## config.mk

```make
export PLATFORM = sky130hd
export DESIGN_NAME = wahbc_update
export DESIGN_NICKNAME = d
export VERILOG_FILES = /design/src/rtl/core/wahbc_pkg.sv /design/src/rtl/core/wahbc_update.sv
export SDC_FILE = /design/constraint.sdc
export NUM_CORES = 1
export LEC_CHECK = 0
export BUFFER_PORTS_ARGS = -buffer_cell sky130_fd_sc_hd__buf_2
export CELL_PAD_IN_SITES_DETAIL_PLACEMENT = 1
export CELL_PAD_IN_SITES_GLOBAL_PLACEMENT = 1
export CORE_MARGIN = 2
export CORE_UTILIZATION = 25
export DETAILED_ROUTE_END_ITERATION = 7
export PLACE_DENSITY_LB_ADDON = 0.1
export SKIP_CTS_REPAIR_TIMING = 1
export SYNTH_ARGS = -nofsm -noshare
export SYNTH_HDL_FRONTEND = slang
export SYNTH_SLANG_ARGS = --single-unit
```

## constraint.sdc

```tcl
create_clock -name clock -period 5.1 [get_ports clock]
set_input_delay 1.275 -clock clock [delete_from_list [all_inputs] [get_ports clock]]
set_output_delay 1.275 -clock clock [all_outputs]
set_load 0.01 [all_outputs]
```

## src/rtl/core/wahbc_pkg.sv

```systemverilog
// Package for the WAH bitmap count accumulator.
// Holds the word types, item kind codes and default sizes; depends on nothing.
package wahbc_pkg;

   // Default sizes of the count store.
   localparam int MAX_POSITIONS_DEF = 8192;
   localparam int COUNT_BITS_DEF    = 16;

   // Fixed field widths.
   localparam int KIND_W  = 2;
   localparam int WORD_W  = 32;
   localparam int INDEX_W = 13;
   localparam int POS_W   = 14;
   localparam int CNT_W   = 16;
   localparam int GROUP_W = 30;
   localparam int SPAN_W  = 35;
   localparam int BITS_PER_WORD = 31;

   // Item kinds.
   localparam logic [KIND_W-1:0] KIND_WORD  = 2'd0;
   localparam logic [KIND_W-1:0] KIND_END   = 2'd1;
   localparam logic [KIND_W-1:0] KIND_READ  = 2'd2;
   localparam logic [KIND_W-1:0] KIND_CLEAR = 2'd3;

   // Register word index of the bitmap length register.
   localparam logic REG_BITMAP_LENGTH = 1'b0;
   localparam logic [POS_W-1:0] BITMAP_LENGTH_RST = 14'd7440;

   // One input word.
   typedef struct packed {
      logic [KIND_W-1:0]  kind;
      logic [WORD_W-1:0]  wah_word;
      logic [INDEX_W-1:0] index;
   } req_type;

   // One result word.
   typedef struct packed {
      logic [CNT_W-1:0] count;
      logic [POS_W-1:0] position;
      logic             full_res;
   } rsp_type;

   // Control from the sequencer to the update unit for one position.
   typedef struct packed {
      logic issue;
      logic hit;
   } bump_type;

endpackage

```

## src/rtl/core/wahbc_update.sv

```systemverilog
// Shared saturating increment unit: the write-back half of the count
// read-modify-write. Depends on wahbc_pkg.
module wahbc_update #(
   parameter int ADDR_W     = 13,
   parameter int COUNT_BITS = wahbc_pkg::COUNT_BITS_DEF
) (
   input  logic                   clock,
   input  logic                   reset,
   input  wahbc_pkg::bump_type    bump,
   input  logic [ADDR_W-1:0]      bump_addr,
   input  logic [COUNT_BITS-1:0]  rd_data,
   output logic                   wr_en,
   output logic [ADDR_W-1:0]      wr_addr,
   output logic [COUNT_BITS-1:0]  wr_data
);

   logic              hit_ff;
   logic              hit_in;
   logic [ADDR_W-1:0] addr_ff;

   // Track which read is returning and whether its position takes a bit.
   assign hit_in = bump.issue & bump.hit;

   always_ff @(posedge clock) begin
      if (reset) begin
         hit_ff <= 1'b0;
      end else begin
         hit_ff <= hit_in;
      end
   end

   always_ff @(posedge clock) begin
      addr_ff <= bump_addr;
   end

   // Increment the returned count, holding at the maximum.
   always_comb begin
      if (&rd_data) begin
         wr_data = rd_data;
      end else begin
         wr_data = rd_data + COUNT_BITS'(1);
      end
   end

   assign wr_en   = hit_ff;
   assign wr_addr = addr_ff;

endmodule

```

==> impl_metrics.env, run 1 <==
export IMPL_outcome="finished, final reports clean"
export IMPL_rows=18
export IMPL_synth_async_reset_ratio_pct=0
export IMPL_gp_congestion=0.7370
export IMPL_netlist_area_um2=664.4
export IMPL_cts_tree="built"
export IMPL_grt_max_degree=11
export IMPL_leakagePower_uw=0.0005037
export IMPL_crit_required_ps=3830
export IMPL_chipWidth_um=55.55
export IMPL_grt_usage_pct=13.21
export IMPL_synth_edff_count=0
export IMPL_dr_wl_met2_mm=1.054
export IMPL_via_per_inst=4.733
export IMPL_met1Wirelength_um=720
export IMPL_syn_instance_count=71
export IMPL_cts_max_path_buffers=2
export IMPL_vdd_drop_max_v=0.0001295
export IMPL_period_minus_slack_ps=4209
export IMPL_hold_class="input port to register"
export IMPL_yosysTopAreaCellShare_pct=42.18
export IMPL_postPlaceCellArea_mm2=0.001001
export IMPL_tightest_slew_ps=365.5
export IMPL_cp_arrival_ps=2930
export IMPL_p_total_uw=224.1
export IMPL_routed_wl_mm=1.918
export IMPL_grt_antenna_before_repair=0
export IMPL_yosys_top_cells_area="dfxtp_1 (42%), xnor2_1 (12%), nand3_1 (6.0%)"
export IMPL_muxShareOfSynthArea_pct=3.955
export IMPL_fp_coreArea_mm2=0.002500
export IMPL_area_growth_pct=54.05
export IMPL_grt_pass1_wl_mm=3.360
export IMPL_portBuffers=62
export IMPL_final_layout_size_suffix_gt1_share_pct=51.85
export IMPL_io_pins=63
export IMPL_final_design_area_no_fill_mm2=0.001023
export IMPL_timing_max_cap_violations=0
export IMPL_fin_util_pct=40.94
export IMPL_start_util_pct=26.58
export IMPL_maxSlewViolCount=0
export IMPL_fillers=319
export IMPL_syn_avg_cell_area_um2=9.358
export IMPL_worst_setup_path_type="input port to output port"
export IMPL_relSlewSlack_pct=75.64
export IMPL_timing_setup_tns_ps=0
export IMPL_clk_pin_slew_worst_paths_ps=70
export IMPL_yosysTopAreaCell="dfxtp_1"
export IMPL_antenna_cells=0
export IMPL_fmax_mhz=237.6
export IMPL_worst_path_max_fanout=10
export IMPL_final_seq_area_um2=280.3
export IMPL_wl_per_cell_um=11.62
export IMPL_drtIter0Drc=3
export IMPL_synth_xor_xnor_area_share_pct=14.50
export IMPL_cts_sinks=14
export IMPL_htreeDepth=1
export IMPL_period_share_pct=82.52
export IMPL_synth_top_family_by_area="simple AND/OR/NAND/NOR gates"
export IMPL_cp_end_kind="output port"
export IMPL_synth_compound_area_share_pct=4.896
export IMPL_p_per_area_mw_per_mm2=218.9
export IMPL_synth_simple_gate_area_share_pct=30.89
export IMPL_top_layer_used="met4"
export IMPL_hold_viol=0
export IMPL_synth_flop_cell="dfxtp_1"
export IMPL_multi_input_area_um2=372.9
export IMPL_synth_seq_area_share_pct=42.18
export IMPL_grt_setup_unrepaired="no"
export IMPL_antenna_left=0
export IMPL_wl_met3_um=123
export IMPL_grt_pass1_vias=755
export IMPL_dieArea_mm2=0.003086
export IMPL_vias=781
export IMPL_cts_root_buf="clkbuf_4"
export IMPL_die_h_um=55.55
export IMPL_nets=171
export IMPL_drc=0
export IMPL_ys_warn_count=0
export IMPL_ys_ff_latch=14
export IMPL_synthAdderAreaFrac_pct=1.883
export IMPL_grt_overflow_total=0
export IMPL_dr_pass1_iters=3
export IMPL_cts_buffers=3
export IMPL_cp_start_kind="input port"
export IMPL_synthesis_nets=105
export IMPL_ys_types=22
export IMPL_setup_viol=0
## state kept, by name, indices dropped and copies added (netlist names)
register / count
wr_addr: 13
wr_en: 1
## per-layer routing
metal	global-route usage, %	up-vias
met3	2.342	2
met1	14.98	356
li1	-	389
met4	5.226	0
met2	24.15	34
met5	0	-
## synthesized netlist by cell type (all sizes together) (2+ instances only)
cell type	count
and3	4
and4	3
nor2	4
dfxtp	14
nand3	8
nand2	7
a21oi	4
mux2	2
xor2	2
xnor2	9
nand4	7
## worst paths after layout
path,start,endpoint,slack [ps],cells past startpoint
setup / recovery,rd_data[0],wr_data[1],890,6
hold / removal,bump_addr[2],wr_addr[2],1110,1
## where the power goes
| group | internal (uW) | switching, uW | leakage (uW) | total (uW) |
|---|---|---|---|---|
| combinational | 25.6 | 26.8 | 0.000372 | 52.4 |
| clock | 27.2 | 28.5 | 0.0000138 | 55.7 |
| sequential | 115 | 1.04 | 0.000118 | 116 |
## through the flow
step / hold WS (ps) / setup slack (ps) / cells
6_report: 1110 / 891.4 / 165
5_1_grt: 1091 / 773.7 / 165
4_1_cts: 1100 / 874.1 / 165
3_5_place_dp: 1380 / 881.7 / 162
3_3_place_gp: 1377 / 938.9 / 162
2_1_floorplan: 1303 / 1314 / 71
## cell families after synthesis
family,count (synthesis)
and+or+nand+nor,36
adders and majority gates,1
muxes,2
xor gates and xnor gates,11
buffers and inverters,1
DFF,14
AOI/OAI and AO/OA,6
## critical path: stages
cell	delay (ps)
buf_2	120
ha_1	210
nand3_1	110
or4_1	720
mux2_4	370
buf_2	140
## area by class of cell
cell class	count	area share, %
well taps	30	3.667
clock buffers	3	2.200
multi-input cells	56	36.43
repair buffers	62	30.32
flip-flops and latches	14	27.38
## cell usage in the layout (no fill, tap or decap), drive strengths merged
cell	instances
buf	62
dfxtp	14
xnor2	9
nand3	8
nand2	7
nand4	7
nor2	4
a21oi	4
and3	4
clkbuf	3
and4	3
xor2	2
mux2	2
nor4	1
or4	1
and2	1
o21ai	1
o21a	1
ha	1
Power figures use the tool's default switching activity.
==> run 2: changes to the inputs <==
- ABC_AREA: default -> 1
- CORE_UTILIZATION: 25 -> 23
- clock period: 5.1 -> 3.4 ns (I/O delays scaled with it)
==> run 2 against run 1 <==
First-iteration DRC count up 67%. Total power rose by 73%. Critical path type unchanged. Clock power grew 120%. Global-route usage fell by 0.50 points. Combinational power rose by 72%. Sequential cell count is the same. Sequential power is 51% higher. Count of clock-buffer cells in the layout unchanged.
==> impl_metrics.env, run 2 <==
export IMPL_p_per_area_mw_per_mm2=311.3
export IMPL_leakagePower_uw=0.0007332
export IMPL_grt_setup_unrepaired="no"
export IMPL_ys_ff_latch=14
export IMPL_rows=22
export IMPL_cts_tree="built"
export IMPL_io_pins=63
export IMPL_syn_avg_cell_area_um2=7.108
export IMPL_vias=1007
export IMPL_synth_edff_count=0
export IMPL_largest_reg_flops=13
export IMPL_ys_types=21
export IMPL_cts_max_path_buffers=2
export IMPL_timing_max_cap_violations=0
export IMPL_final_design_area_no_fill_mm2=0.001246
export IMPL_htreeDepth=1
export IMPL_dpl_worst_slack_ps=544.0
export IMPL_comb_power_share_pct=23.2
export IMPL_cp_start_kind="input port"
export IMPL_fmax_mhz=352.9
export IMPL_seqPwrFrac_pct=45.1
export IMPL_grt_pass1_wl_mm=4.140
export IMPL_outcome="finished, final reports clean"
export IMPL_hold_class="input port to register"
export IMPL_timing_setup_tns_ps=0
export IMPL_cts_buffers=3
export IMPL_netlist_area_um2=845.8
export IMPL_cpPeakStageDelay_ps=220
export IMPL_yosysTopAreaCellShare_pct=33.14
export IMPL_portBuffers=62
export IMPL_final_layout_size_suffix_gt1_share_pct=48.09
export IMPL_ys_warn_count=0
export IMPL_worst_path_max_fanout=16
export IMPL_setup_viol=0
export IMPL_dieArea_mm2=0.004178
export IMPL_path_cells="buf_2 > ha_1 > nand3_2 > inv_2 > nand2_4 > nor2_8 > inv_4 > nand3_1 > buf_2"
export IMPL_nets=219
export IMPL_mostFrequentLayoutCell="buf_2"
export IMPL_drtIter0Drc=5
export IMPL_cp_end_kind="output port"
export IMPL_relSlewSlack_pct=82.35
export IMPL_drc=0
export IMPL_crit_required_ps=2550
export IMPL_p_switching_uw=97.47
export IMPL_tightest_slew_ps=263.7
export IMPL_switching_share_pct=25.12
export IMPL_dr_pass1_iters=4
export IMPL_synthesis_nets=153
export IMPL_synth_most_common_cell="nand2_1"
export IMPL_yosys_top_cells_area="dfxtp_1 (33%), nand2_1 (14%), nand3_2 (11%)"
export IMPL_grt_antenna_before_repair=0
export IMPL_worst_setup_path_type="input port to output port"
export IMPL_clk_pin_slew_worst_paths_ps=50
export IMPL_maxSlewViolCount=0
export IMPL_antenna_left=0
export IMPL_postPlaceCellArea_mm2=0.001205
export IMPL_worst_slack_ps=566.7
export IMPL_period_share_pct=83.33
export IMPL_grt_pass1_vias=957
export IMPL_dp_hpwl_mm=2.245
export IMPL_vdd_drop_max_v=0.00008114
export IMPL_syn_instance_count=119
export IMPL_grt_usage_pct=12.71
export IMPL_cts_root_buf="clkbuf_8"
export IMPL_yosysTopAreaCell="dfxtp_1"
export IMPL_synth_async_reset_ratio_pct=0
export IMPL_wl_per_cell_um=10.88
export IMPL_crit_buf_inv=4
export IMPL_hold_viol=0
export IMPL_die_h_um=64.64
export IMPL_power_internal_uw=290.5
export IMPL_grt_overflow_total=0
export IMPL_p_total_uw=387.9
export IMPL_synth_seq_area_share_pct=33.14
export IMPL_antenna_cells=0
export IMPL_chipWidth_um=64.64
export IMPL_area_growth_pct=47.34
export IMPL_cp_arrival_ps=1980
export IMPL_start_util_pct=23.46
export IMPL_period_minus_slack_ps=2833
export IMPL_power_frac_clock_pct=31.7
export IMPL_mostFrequentLayoutCells="buf_2 (62), nand2_1 (31), nor2_1 (14), dfxtp_1 (14), inv_1 (13)"
export IMPL_grt_max_degree=17
export IMPL_cts_sinks=14
export IMPL_fp_coreArea_mm2=0.003606
export IMPL_crit_slowest_cell="ha_1"
export IMPL_yosys_top_cells_count="nand2_1 (31), dfxtp_1 (14), nor2_1 (14)"
export IMPL_routed_wl_mm=2.514
export IMPL_cp_top_family="buffers and inverters"
export IMPL_synth_flop_cell="dfxtp_1"
export IMPL_via_per_inst=4.359
export IMPL_cp_common_cell="buf_2"
export IMPL_fin_util_pct=34.56
export IMPL_gp_congestion=0.7549
-- run 2: cell count changes after synthesis, moves of 2 or more --
cell     delta
nand2_1    +24
inv_1      +13
nor2_1     +10
nand3_2     +9
xnor2_1     -7
nand2_2     +5
a21oi_1     -4
and3_1      -3
nand3_1     +3
or2_2       +3
and4_1      -2
nand4_1     -2
or2_1       +2
xor2_1      -2
-- run 2: kinds of logic (layout without fill, tap and decap cells) --
family	after synthesis	in the layout	share of synthesized area (%)
xor+xnor	2	2	2.071
compound gates	3	3	1.775
fa+ha+maj	1	1	1.479
simple gates	83	83	53.25
flops	14	14	33.14
buf+inv	16	80	8.284
-- run 2: power groups by stage --
stage	Clock [uW]	Combinational [uW]	Sequential (uW)
after global routing	138	101	175
after detailed placement	0	91.7	178
after global placement	0	90.2	178
after CTS	130	92.0	175
final	123	90.1	175
after floorplan	0	36.6	183
-- run 2: path summary, 6_finish.rpt --
| kind | cells after the start | slack, ps | startpoint | to |
|---|---|---|---|---|
| setup / recovery | 9 | 570 | rd_data[0] | wr_data[9] |
| hold / removal | 1 | 710 | bump_addr[8] | wr_addr[8] |
-- run 2: layout make-up --
cell class	count	area (um2)
clock buffer	3	41.29
fill	483	2360
inverter	15	58.81
multi-input combinational	89	495.5
sequential	14	280.3
tap	48	60.06
timing repair buffer	62	310.3
-- run 2: stage by stage --
stage / std cells / hold slack, ps
2_1_floorplan: 119 / 877.7
3_3_place_gp: 228 / 953.5
3_5_place_dp: 228 / 954.8
4_1_cts: 231 / 705.0
5_1_grt: 231 / 701.2
6_report: 231 / 712.8
-- run 2: layer usage --
layer,wire [um],up-vias,share of wire (%),global-route usage (%)
li1,-,504,-,-
met1,1101,451,44,14.99
met2,1189,48,47,22.27
met3,187,4,7.4,1.910
met4,36,0,1.4,6.383
met5,0,-,0,0
==> run 3: changes to the inputs <==
- clock period: 3.4 -> 2.6 ns (I/O delays scaled with it)
==> run 3 against run 2 <==
Cell count stayed put. Combinational power up 30%. Sequential power increased by 31%. Count of clock-buffer cells in the layout stayed put. Core utilization unchanged. Cell area unchanged. Total power is 30% higher. Critical path depth is the same. Largest cell class unchanged.
==> impl_metrics.env, run 3 (same netlist as run 2, synthesis figures left out) <==
export IMPL_hold_viol=0
export IMPL_worst_path_max_fanout=16
export IMPL_crit_buf_inv=4
export IMPL_worstHoldEndpoint="wr_addr[9]"
export IMPL_worst_setup_path_type="input port to output port"
export IMPL_relSlewSlack_pct=81.20
export IMPL_vias=996
export IMPL_period_share_pct=93.89
export IMPL_seqPwrFrac_pct=45.2
export IMPL_p_total_uw=505.9
export IMPL_setup_viol=0
export IMPL_largest_reg_flops=13
export IMPL_comb_power_share_pct=23.2
export IMPL_grt_overflow_total=0
export IMPL_grt_pass1_wl_mm=4.312
export IMPL_cts_max_path_buffers=2
export IMPL_area_growth_pct=47.34
export IMPL_fin_util_pct=34.56
export IMPL_antenna_cells=0
export IMPL_clk_pin_slew_worst_paths_ps=50
export IMPL_path_cells="buf_2 > ha_1 > nand3_2 > inv_2 > nand2_4 > nor2_8 > inv_4 > nand3_1 > buf_2"
export IMPL_worst_slack_ps=159.0
export IMPL_via_per_inst=4.312
export IMPL_period_minus_slack_ps=2441
export IMPL_crit_required_ps=1950
export IMPL_grt_antenna_before_repair=0
export IMPL_start_util_pct=23.46
export IMPL_htreeDepth=1
export IMPL_cts_tree="built"
export IMPL_grt_max_degree=17
export IMPL_grt_usage_pct=13.00
export IMPL_power_frac_clock_pct=31.6
export IMPL_cp_top_family="buffers and inverters"
export IMPL_io_pins=63
export IMPL_drc=0
export IMPL_nets=219
export IMPL_die_h_um=64.64
export IMPL_wl_per_cell_um=10.82
export IMPL_tightest_slew_ps=281.0
export IMPL_mostFrequentLayoutCells="buf_2 (62), nand2_1 (31), nor2_1 (14), dfxtp_1 (14), inv_1 (13)"
export IMPL_cp_end_kind="output port"
export IMPL_grt_pass1_vias=1005
export IMPL_timing_setup_tns_ps=0
export IMPL_dieArea_mm2=0.004178
export IMPL_cts_buffers=3
export IMPL_whs_path_depth=1
export IMPL_path_depth=9
export IMPL_rows=22
export IMPL_gp_congestion=0.7550
export IMPL_grt_setup_unrepaired="no"
export IMPL_vdd_drop_max_v=0.0001002
export IMPL_final_layout_size_suffix_gt1_share_pct=48.09
export IMPL_cp_common_cell="buf_2"
export IMPL_cts_sinks=14
export IMPL_routed_wl_mm=2.499
export IMPL_p_switching_uw=126.2
export IMPL_dr_pass1_iters=2
export IMPL_fp_coreArea_mm2=0.003606
export IMPL_switching_share_pct=24.94
export IMPL_chipWidth_um=64.64
export IMPL_min_from="bump_addr[9]"
export IMPL_fmax_mhz=409.7
export IMPL_mostFrequentLayoutCell="buf_2"
export IMPL_leakagePower_uw=0.0007332
export IMPL_dpl_worst_slack_ps=151.8
export IMPL_cp_arrival_ps=1790
export IMPL_cp_start_kind="input port"
export IMPL_p_per_area_mw_per_mm2=406.0
export IMPL_antenna_left=0
export IMPL_portBuffers=62
export IMPL_drtIter0Drc=4
export IMPL_cpPeakStageDelay_ps=220
export IMPL_power_internal_uw=379.7
export IMPL_hold_class="input port to register"
export IMPL_crit_slowest_cell="ha_1"
export IMPL_outcome="finished, final reports clean"
export IMPL_dp_hpwl_mm=2.253
export IMPL_cts_root_buf="clkbuf_8"
export IMPL_timing_max_cap_violations=0
export IMPL_maxSlewViolCount=0
export IMPL_fin_hold_ws_ps=515.9
[run 3: cell counts in the layout (fill, tap and decap cells not counted)]
Identical to the previous run, type by type.
[run 3: routing by layer]
| layer | global-route usage (%) | wire (um) | up-vias |
|---|---|---|---|
| met4 | 5.585 | 30 | 0 |
| met2 | 23.31 | 1206 | 45 |
| met3 | 1.736 | 197 | 4 |
| met1 | 15.42 | 1065 | 446 |
| li1 | - | - | 501 |
| met5 | 0 | 0 | - |
[run 3: stage by stage]
| stage | area (um2) | instances |
|---|---|---|
| finish | 1246 | 231 |
| CTS | 1246 | 231 |
| global route | 1246 | 231 |
| floorplan | 845.8 | 119 |
| global placement | 1205 | 228 |
| detailed placement | 1205 | 228 |
[run 3: cell type report]
class                   count  area [um2]
fillers                   479        2360
multi-input cells          89       495.5
repair buffers             62       310.3
flip-flops and latches     14       280.3
well taps                  48       60.06
inverters                  15       58.81
clock buffers               3       41.29
[run 3: worst max-delay path by stage]
stage	startpoint	end	slack, ps
after floorplan	rd_data[0]	wr_data[13]	470
after global placement	rd_data[0]	wr_data[8]	190
after detailed placement	rd_data[0]	wr_data[9]	150
after CTS	rd_data[0]	wr_data[9]	150
after global routing	rd_data[0]	wr_data[8]	60
final	rd_data[0]	wr_data[8]	160
[run 3: power by group through the flow]
stage / registers [uW] / logic, uW / clock network, uW
6_report: 229 / 117 / 160
5_1_grt: 229 / 132 / 178
4_1_cts: 229 / 120 / 168
3_5_place_dp: 233 / 120 / 0
3_3_place_gp: 233 / 118 / 0
2_1_floorplan: 240 / 47.9 / 0
